[src/rtl/amvmm_pkg.sv]
`default_nettype none
// ----------------------------------------------------------------------------
// amvmm_pkg
// Shared types and fixed widths for the set statistics block.
// ----------------------------------------------------------------------------
package amvmm_pkg;

    localparam int SAMPLE_W    = 16;
    localparam int COUNT_W     = 11;
    localparam int MEAN_W      = 16;
    localparam int VAR_W       = 39;
    localparam int VAR_FRAC    = 8;
    localparam int IN_TDATA_W  = 16;
    localparam int OUT_FIELD_W = COUNT_W + MEAN_W + VAR_W + 2 * SAMPLE_W;
    localparam int OUT_TDATA_W = ((OUT_FIELD_W + 7) / 8) * 8;

    typedef enum logic [2:0] {
        ST_ACC,
        ST_MUL,
        ST_SQ,
        ST_SUB,
        ST_MEAN,
        ST_VAR,
        ST_OUT
    } t_state;

    // controller to datapath
    typedef struct packed {
        logic acc_en;
        logic mul_en;
        logic sq_en;
        logic sub_en;
        logic start_mean;
        logic start_var;
        logic cap_mean;
        logic load_out;
    } t_cmd;

    // datapath to controller
    typedef struct packed {
        logic div_done;
        logic out_free;
    } t_stat;

endpackage
`default_nettype wire

[src/rtl/amvmm_div.sv]
`default_nettype none
// ----------------------------------------------------------------------------
// amvmm_div
// Restoring divider, one quotient bit per cycle. The dividend is taken
// MSB first, so a short dividend is loaded at the top with fewer steps.
// ----------------------------------------------------------------------------
module amvmm_div #(
    parameter int DVD_W  = 61,
    parameter int DVS_W  = 22,
    parameter int STEP_W = 6
) (
    input  wire logic              i_clk,
    input  wire logic              i_rst_n,
    input  wire logic              i_start,
    input  wire logic [DVD_W-1:0]  i_dividend,
    input  wire logic [DVS_W-1:0]  i_divisor,
    input  wire logic [STEP_W-1:0] i_steps,
    output logic      [DVD_W-1:0]  o_quotient,
    output logic                   o_done
);

    logic [DVD_W-1:0]  r_quo;
    logic [DVS_W-1:0]  r_rem;
    logic [DVS_W-1:0]  r_dvs;
    logic [STEP_W-1:0] r_steps;
    logic              r_busy;
    logic              r_done;

    logic [DVS_W:0]    w_shift;
    logic              w_ge;
    logic [DVS_W:0]    w_diff;

    assign w_shift = {r_rem, r_quo[DVD_W-1]};
    assign w_ge    = (w_shift >= {1'b0, r_dvs});
    assign w_diff  = w_shift - {1'b0, r_dvs};

    always_ff @(posedge i_clk) begin
        if (!i_rst_n) begin
            r_busy  <= 1'b0;
            r_done  <= 1'b0;
            r_steps <= '0;
        end else if (i_start) begin
            r_busy  <= 1'b1;
            r_done  <= 1'b0;
            r_steps <= i_steps;
        end else if (r_busy) begin
            r_steps <= r_steps - 1'b1;
            if (r_steps == STEP_W'(1)) begin
                r_busy <= 1'b0;
                r_done <= 1'b1;
            end
        end else begin
            r_done <= 1'b0;
        end
    end

    always_ff @(posedge i_clk) begin
        if (i_start) begin
            r_quo <= i_dividend;
            r_rem <= '0;
            r_dvs <= i_divisor;
        end else if (r_busy) begin
            r_quo <= {r_quo[DVD_W-2:0], w_ge};
            r_rem <= w_ge ? w_diff[DVS_W-1:0] : w_shift[DVS_W-1:0];
        end
    end

    assign o_quotient = r_quo;
    assign o_done     = r_done;

endmodule
`default_nettype wire

[src/rtl/amvmm_dp.sv]
`default_nettype none
// ----------------------------------------------------------------------------
// amvmm_dp
// Accumulators, product and difference registers, the shared divider and
// the output register of the set statistics block.
// ----------------------------------------------------------------------------
module amvmm_dp #(
    parameter int MAX_COUNT = 1024
) (
    input  wire logic                                  i_clk,
    input  wire logic                                  i_rst_n,
    input  wire amvmm_pkg::t_cmd                       i_cmd,
    output amvmm_pkg::t_stat                           o_stat,
    input  wire logic [amvmm_pkg::SAMPLE_W-1:0]        i_sample,
    output logic                                       o_valid,
    input  wire logic                                  i_ready,
    output logic      [amvmm_pkg::OUT_TDATA_W-1:0]     o_data,
    output logic                                       o_overflow
);
    import amvmm_pkg::*;

    localparam int CNT_W  = $clog2(MAX_COUNT + 1);
    localparam int SUM_W  = SAMPLE_W + CNT_W;
    localparam int SQ_W   = 2 * SAMPLE_W - 1 + CNT_W;
    localparam int MAG_W  = SAMPLE_W - 1 + CNT_W;
    localparam int MSQ_W  = 2 * MAG_W;
    localparam int NUM_W  = CNT_W + SQ_W;
    localparam int DEN_W  = 2 * CNT_W;
    localparam int DVD_W  = NUM_W + VAR_FRAC;
    localparam int STEP_W = $clog2(DVD_W + 1);
    localparam int PAD_W  = OUT_TDATA_W - OUT_FIELD_W;

    logic        [CNT_W-1:0]    r_cnt;
    logic signed [SUM_W-1:0]    r_sum;
    logic        [SQ_W-1:0]     r_sumsq;
    logic signed [SAMPLE_W-1:0] r_max;
    logic signed [SAMPLE_W-1:0] r_min;
    logic                       r_drop;

    logic        [MAG_W-1:0]    r_mag;
    logic                       r_neg;
    logic        [NUM_W-1:0]    r_num;
    logic        [DEN_W-1:0]    r_den;
    logic        [MSQ_W-1:0]    r_msq;
    logic        [NUM_W-1:0]    r_diff;
    logic signed [MEAN_W-1:0]   r_mean;

    logic                       r_out_valid;
    logic [OUT_FIELD_W-1:0]     r_out_data;
    logic                       r_out_ovf;

    logic signed [SAMPLE_W-1:0]   w_s;
    logic signed [2*SAMPLE_W-1:0] w_prod;
    logic                         w_full;
    logic [MAG_W-1:0]             w_mag;
    logic                         w_div_start;
    logic [DVD_W-1:0]             w_dividend;
    logic [DEN_W-1:0]             w_divisor;
    logic [STEP_W-1:0]            w_steps;
    logic [DVD_W-1:0]             w_quo;
    logic                         w_done;
    logic [MAG_W-1:0]             w_qm;

    assign w_s    = i_sample;
    assign w_prod = w_s * w_s;
    assign w_full = (r_cnt == CNT_W'(MAX_COUNT));
    assign w_mag  = r_sum[SUM_W-1] ? MAG_W'(-r_sum) : MAG_W'(r_sum);

    // accumulation, one sample a cycle while acc_en is set
    always_ff @(posedge i_clk) begin
        if (!i_rst_n || i_cmd.load_out) begin
            r_cnt   <= '0;
            r_sum   <= '0;
            r_sumsq <= '0;
            r_max   <= '0;
            r_min   <= '0;
            r_drop  <= 1'b0;
        end else if (i_cmd.acc_en) begin
            if (w_full) begin
                r_drop <= 1'b1;
            end else begin
                r_cnt   <= r_cnt + 1'b1;
                r_sum   <= r_sum + SUM_W'(w_s);
                r_sumsq <= r_sumsq + SQ_W'($unsigned(w_prod));
                if (r_cnt == '0 || w_s > r_max) begin
                    r_max <= w_s;
                end
                if (r_cnt == '0 || w_s < r_min) begin
                    r_min <= w_s;
                end
            end
        end
    end

    // products and difference for n*sumsq - sum^2 and n^2
    always_ff @(posedge i_clk) begin
        if (i_cmd.mul_en) begin
            r_mag <= w_mag;
            r_neg <= r_sum[SUM_W-1];
            r_num <= NUM_W'(r_cnt) * NUM_W'(r_sumsq);
            r_den <= DEN_W'(r_cnt) * DEN_W'(r_cnt);
        end
        if (i_cmd.sq_en) begin
            r_msq <= MSQ_W'(r_mag) * MSQ_W'(r_mag);
        end
        if (i_cmd.sub_en) begin
            r_diff <= r_num - NUM_W'(r_msq);
        end
        if (i_cmd.cap_mean) begin
            r_mean <= MEAN_W'(r_neg ? (MAG_W'(0) - w_qm) : w_qm);
        end
    end

    // divider operands: mean first, then the scaled variance
    assign w_div_start = i_cmd.start_mean | i_cmd.start_var;
    assign w_dividend  = i_cmd.start_var ? {r_diff, {VAR_FRAC{1'b0}}}
                                         : {r_mag, {(DVD_W - MAG_W){1'b0}}};
    assign w_divisor   = i_cmd.start_var ? r_den : DEN_W'(r_cnt);
    assign w_steps     = i_cmd.start_var ? STEP_W'(DVD_W) : STEP_W'(MAG_W);
    assign w_qm        = w_quo[MAG_W-1:0];

    amvmm_div #(
        .DVD_W  (DVD_W),
        .DVS_W  (DEN_W),
        .STEP_W (STEP_W)
    ) u_div (
        .i_clk      (i_clk),
        .i_rst_n    (i_rst_n),
        .i_start    (w_div_start),
        .i_dividend (w_dividend),
        .i_divisor  (w_divisor),
        .i_steps    (w_steps),
        .o_quotient (w_quo),
        .o_done     (w_done)
    );

    // output register
    always_ff @(posedge i_clk) begin
        if (!i_rst_n) begin
            r_out_valid <= 1'b0;
        end else if (i_cmd.load_out) begin
            r_out_valid <= 1'b1;
        end else if (i_ready) begin
            r_out_valid <= 1'b0;
        end
    end

    always_ff @(posedge i_clk) begin
        if (i_cmd.load_out) begin
            r_out_data <= {r_min, r_max, VAR_W'(w_quo), r_mean, COUNT_W'(r_cnt)};
            r_out_ovf  <= r_drop;
        end
    end

    assign o_stat.div_done = w_done;
    assign o_stat.out_free = !r_out_valid || i_ready;
    assign o_valid         = r_out_valid;
    assign o_data          = {{PAD_W{1'b0}}, r_out_data};
    assign o_overflow      = r_out_ovf;

endmodule
`default_nettype wire

[src/rtl/amvmm_ctrl.sv]
`default_nettype none
// ----------------------------------------------------------------------------
// amvmm_ctrl
// Sequencer: accumulate, then multiply, subtract, two divisions and the
// hand-over to the output register.
// ----------------------------------------------------------------------------
module amvmm_ctrl (
    input  wire logic             i_clk,
    input  wire logic             i_rst_n,
    input  wire logic             i_valid,
    input  wire logic             i_last,
    output logic                  o_ready,
    output amvmm_pkg::t_cmd       o_cmd,
    input  wire amvmm_pkg::t_stat i_stat
);
    import amvmm_pkg::*;

    t_state r_state;
    t_state n_state;

    always_ff @(posedge i_clk) begin
        if (!i_rst_n) begin
            r_state <= ST_ACC;
        end else begin
            r_state <= n_state;
        end
    end

    always_comb begin
        n_state = r_state;
        case (r_state)
            ST_ACC: begin
                if (i_valid && i_last) begin
                    n_state = ST_MUL;
                end
            end
            ST_MUL:  n_state = ST_SQ;
            ST_SQ:   n_state = ST_SUB;
            ST_SUB:  n_state = ST_MEAN;
            ST_MEAN: begin
                if (i_stat.div_done) begin
                    n_state = ST_VAR;
                end
            end
            ST_VAR: begin
                if (i_stat.div_done) begin
                    n_state = ST_OUT;
                end
            end
            ST_OUT: begin
                if (i_stat.out_free) begin
                    n_state = ST_ACC;
                end
            end
            default: n_state = ST_ACC;
        endcase
    end

    always_comb begin
        o_cmd   = '0;
        o_ready = 1'b0;
        case (r_state)
            ST_ACC: begin
                o_ready      = 1'b1;
                o_cmd.acc_en = i_valid;
            end
            ST_MUL: o_cmd.mul_en = 1'b1;
            ST_SQ: begin
                o_cmd.sq_en      = 1'b1;
                o_cmd.start_mean = 1'b1;
            end
            ST_SUB: o_cmd.sub_en = 1'b1;
            ST_MEAN: begin
                o_cmd.cap_mean  = i_stat.div_done;
                o_cmd.start_var = i_stat.div_done;
            end
            ST_VAR: begin
            end
            ST_OUT: o_cmd.load_out = i_stat.out_free;
            default: begin
            end
        endcase
    end

endmodule
`default_nettype wire

[src/rtl/array_mean_variance_min_max.sv]
`default_nettype none
// ----------------------------------------------------------------------------
// array_mean_variance_min_max
// Count, mean, population variance, maximum and minimum of a set of samples.
// ----------------------------------------------------------------------------
// Input stream: one signed sample per item in tdata, tlast on the final
// sample of a set. Samples are accumulated at one item per cycle. After the
// tlast item the input stalls while the results are formed: products, one
// subtraction, then a shared bit-serial divider runs the mean (26 steps)
// and the variance (61 steps) at the default MAX_COUNT, after which the
// result is loaded into the output register.
// Output stream: one item per set, held in an output register until taken.
// The block returns to accumulating as soon as the result is loaded, so a
// new set streams in while the receiver stalls; only the next result waits
// if the previous one has not been taken.
// Samples beyond MAX_COUNT are dropped and flagged in tuser.
// Reset clears the accumulators and the output valid; no clearing pass.
// ----------------------------------------------------------------------------
module array_mean_variance_min_max #(
    parameter int MAX_COUNT = 1024
) (
    input  wire logic                                   i_clk,
    input  wire logic                                   i_rst_n,
    input  wire logic                                   i_s_tvalid,
    output logic                                        o_s_tready,
    input  wire logic [amvmm_pkg::IN_TDATA_W-1:0]       i_s_tdata,  // sample
    input  wire logic                                   i_s_tlast,  // is_last
    output logic                                        o_m_tvalid,
    input  wire logic                                   i_m_tready,
    // count, mean, variance_q8, maximum, minimum, zero pad
    output logic      [amvmm_pkg::OUT_TDATA_W-1:0]      o_m_tdata,
    output logic                                        o_m_tuser   // overflow
);
    import amvmm_pkg::*;

    t_cmd  w_cmd;
    t_stat w_stat;

    amvmm_ctrl u_ctrl (
        .i_clk   (i_clk),
        .i_rst_n (i_rst_n),
        .i_valid (i_s_tvalid),
        .i_last  (i_s_tlast),
        .o_ready (o_s_tready),
        .o_cmd   (w_cmd),
        .i_stat  (w_stat)
    );

    amvmm_dp #(
        .MAX_COUNT (MAX_COUNT)
    ) u_dp (
        .i_clk      (i_clk),
        .i_rst_n    (i_rst_n),
        .i_cmd      (w_cmd),
        .o_stat     (w_stat),
        .i_sample   (i_s_tdata[SAMPLE_W-1:0]),
        .o_valid    (o_m_tvalid),
        .i_ready    (i_m_tready),
        .o_data     (o_m_tdata),
        .o_overflow (o_m_tuser)
    );

endmodule
`default_nettype wire

[config.mk]
export PLATFORM = sky130hd
export DESIGN_NAME = array_mean_variance_min_max
export DESIGN_NICKNAME = d
export VERILOG_FILES = /design/src/rtl/amvmm_pkg.sv /design/src/rtl/amvmm_div.sv /design/src/rtl/amvmm_dp.sv /design/src/rtl/amvmm_ctrl.sv /design/src/rtl/array_mean_variance_min_max.sv
export SDC_FILE = /design/constraint.sdc
export NUM_CORES = 2
export LEC_CHECK = 0
export ABC_AREA = 1
export BUFFER_PORTS_ARGS = -buffer_cell sky130_fd_sc_hd__buf_2
export CAP_MARGIN = 20
export CORE_ASPECT_RATIO = 1.25
export CORE_UTILIZATION = 66
export CTS_CLUSTER_SIZE = 14
export DETAILED_ROUTE_END_ITERATION = 16
export PLACE_DENSITY = 0.83
export SETUP_SLACK_MARGIN = 0.2
export SYNTH_ARGS = -nofsm -noshare
export SYNTH_HDL_FRONTEND = slang
export SYNTH_HIERARCHICAL = 1
export SYNTH_SLANG_ARGS = --single-unit
[constraint.sdc]
create_clock -name i_clk -period 12.4 [get_ports i_clk]
set_clock_uncertainty 0.2 [all_clocks]
set_input_delay 0.62 -clock i_clk [delete_from_list [all_inputs] [get_ports i_clk]]
set_output_delay 0.62 -clock i_clk [all_outputs]
set_load 0.05 [all_outputs]
==> impl_metrics.csv <==
group,metric,value,unit
status,status,"complete, no violations",
worst_setup_path,cp-start-kind,"input pin",
synthesis,netlist_area,78800,sq um
worst_setup_path,crit_path_top_delay_cell,"buf_2",
layout,fillCellCount,9481,
global_routing,grt_overflow,0,
worst_setup_path,crit_path_max_fanout,37,
timing,hold_violations,0,
global_routing,grtUsageMet2,67.4,%
synthesis,yosysWarningCount,6,
timing,setup_violations,0,
run,drv_cap,0,
synthesis,ys_async_sr_fraction,0,%
worst_setup_path,critPathCaptureType,"register",
global_routing,grt_util_met1,47.0,%
floorplanning,rows,141,
timing,fin_crit,8.19,ns
layout,nets,11587,
clocking,cts_buffers,60,
routing,drt_first_iter_violations,5354,
synthesis,syn_area_per_cell,8.01,sq um
min_path,hold_class,"input pin to register",
global_routing,grt_pass1_vias,68789,
timing,fin_crit_sh,66.0,%
synthesis,yosys_register_bits,550,
timing,slew-limit-headroom,27.5,%
clocking,cts_tree,"yes",
floorplanning,initial_core_util,66.6,%
placement,routabilityCongestion,1.03,
routing,wl_per_cell,20.4,um
worst_setup_path,critPathKind,"input pin to register",
clocking,cts.sinks,550,
routing,drc,0,
clocking,cts_root_buffer,"clkbuf_16",
global_routing,busiest_layer,"met2",
routing,vias,64735,
global_routing,gr-usage-met3,5.82,%
clocking,clk_latency,0.73,ns
timing,fmax,122,MHz
clocking,htree_levels,2,
floorplanning,ios,128,
worst_setup_path,cpPeakStageDelay,0.66,ns
routing,drtAntennaViolNets,0,
routing,vias_per_cell,5.67,
floorplanning,die_h,388,um
synthesis,synth-main-ff-cell,"edfxtp_1",
worst_setup_path,critPathArrivalTime,8.55,ns
synthesis,synth-edff-count,403,
clocking,cts_buffer_depth,3,
clocking,clk_pin_slew,0.06,ns
layout,layout-drive-gt1-share,4.38,%
timing,slew_violations,0,
synthesis,synth_cells,9835,
worst_setup_path,required,12.76,ns
floorplanning,die_area,121000,sq um
layout,area_delta_synth_final,4.87,%
floorplanning,coreArea,118000,sq um
routing,drt_wl_total,233,mm
clocking,cts.repair.resized,0,
layout,fin_util,69.9,%
synthesis,seq_area_frac_synth,19.1,%
global_routing,grt_max_degree,105,
routing,firstDrtPassIters,8,
synthesis,ys_types,66,
floorplanning,fp.dieW,311,um
global_routing,grt_pass1_wl,368,mm
global_routing,grtUsageTotal,39.4,%
placement,io_buffers,121,
placement,post-dp-hpwl,187,mm
timing,fin_setup_tns,0,ns
worst_setup_path,reg2reg_slack,5.09,ns
timing,rsz0062_at_grt,"false",
timing,tightest_slew,1.09,ns
global_routing,antenna_found_initial,1,
## through the flow
step | cell area, sq um | instances | hold WS, ns | setup slack (ns)
finish | 82600 | 11415 | 0.178 | 4.21
global route | 82600 | 11414 | 0.195 | 3.89
CTS | 82600 | 11412 | 0.138 | 4.43
detailed placement | 80600 | 11298 | 0.205 | 3.77
global placement | 80600 | 11298 | 0.201 | 3.89
floorplan | 78800 | 9849 | 0.200 | 2.62
## worst max-delay path, delay by kind of cell
kind / cells / cell delay [ns]
adder cells (fa/ha/maj): 8 / 3.62
AND/OR/NAND/NOR: 8 / 1.66
buffers and inverters: 7 / 1.41
AO/OA/AOI/OAI: 6 / 1.05
XOR/XNOR: 1 / 0.15
## placed cells by master (no fill, tap or decap), types with 13 or more instances in the layout
cell type and instances:
buf_2 121, buf_4 64, clkinv_1 13, nand2_2 26
o21ai_0 276, clkbuf_16 60, xor2_1 189, nor2_1 691
nand2_1 2273, inv_2 14, fa_1 1175, a21o_1 35
nand3_1 293, conb_1 16, o211ai_1 13, clkbuf_1 14
nand4_1 49, nor3_1 72, or2_2 13, inv_1 2416
nand3b_1 20, a21oi_1 455, o21ai_1 28, nand3_2 20
edfxtp_1 403, ha_1 600, xnor2_1 95, o21a_1 21
o21bai_1 36, a31oi_1 38, dfxtp_1 136, o21ai_2 21
## synthesized netlist by cell type (73+ instances only)
cell	n	area share, %
xor2_1	189	2.1
o21ai_0	276	1.8
ha_1	600	9.5
a21oi_1	455	2.9
xnor2_1	95	1.1
clkbuf_1	216	1.0
nor2_1	695	3.3
nor3_1	73	0.46
fa_1	1175	30
edfxtp_1	403	15
inv_1	2417	12
nand2_1	2273	11
nand3_1	293	1.9
dfxtp_1	147	3.7
## registers in the layout (all words and copies together) (netlist names), 21 cells and up
register,cells
u_dp/r_den,21
u_dp/r_diff,53
u_dp/r_mag,26
u_dp/r_msq,51
u_dp/r_num,53
u_dp/r_out_data,98
u_dp/r_sum,27
u_dp/r_sumsq,42
u_dp/u_div/o_quotient,61
u_dp/u_div/r_dvs,22
u_dp/u_div/r_rem,22
## routing by layer
metal / up-vias / wire, um
li1: 29481 / -
met3: 832 / 18600
met2: 3024 / 114000
met4: 0 / 16500
met5: - / 0
met1: 31398 / 84300
## cell type report
type | instances | area (sq um) | area share (%)
multi-input combinational | 6552 | 53300 | 64.5
clock inverter | 36 | 419 | 0.507
clock buffer | 76 | 1580 | 1.91
antenna | 1 | 2.50 | 0.00303
sequential | 550 | 15100 | 18.2
inverter | 2438 | 9160 | 11.1
timing repair buffer | 189 | 1140 | 1.38
tap | 1573 | 1970 | 2.38
## repair_timing
item | in CTS | in global routing
setup buffers | 0 | 0
endpoints found under the setup margin | 0 | 0
endpoints found under the hold margin | 5 | 0
hold buffers | 2 | 0
## worst paths after layout
check	from	endpoint	cells past startpoint
max	i_s_tdata[15]	u_dp/r_sumsq[41]$_SDFFE_PP0P_	30
min	i_s_tvalid	u_dp/r_drop$_SDFFE_PP0P_	5
max reg2reg	u_dp/r_mag[13]$_DFFE_PP_	u_dp/r_msq[37]$_DFFE_PP_	20
min reg2reg	u_dp/r_mean[14]$_DFFE_PP_	u_dp/r_out_data[25]$_DFFE_PP_	0
## logic make-up (layout without fill, tap and decap cells)
family | count (synthesis) | after routing | synth area share, %
fa+ha+maj | 1775 | 1775 | 39.4
other cells | 2 | 17 | 0.00953
flops | 550 | 550 | 19.1
simple gates | 3517 | 3517 | 18.2
buf+inv | 2747 | 2739 | 13.4
compound gates | 960 | 960 | 6.79
xor+xnor | 284 | 284 | 3.16
Power is not shown: default switching activity piles up to over one toggle a cycle in this logic, so the estimate is an artifact.
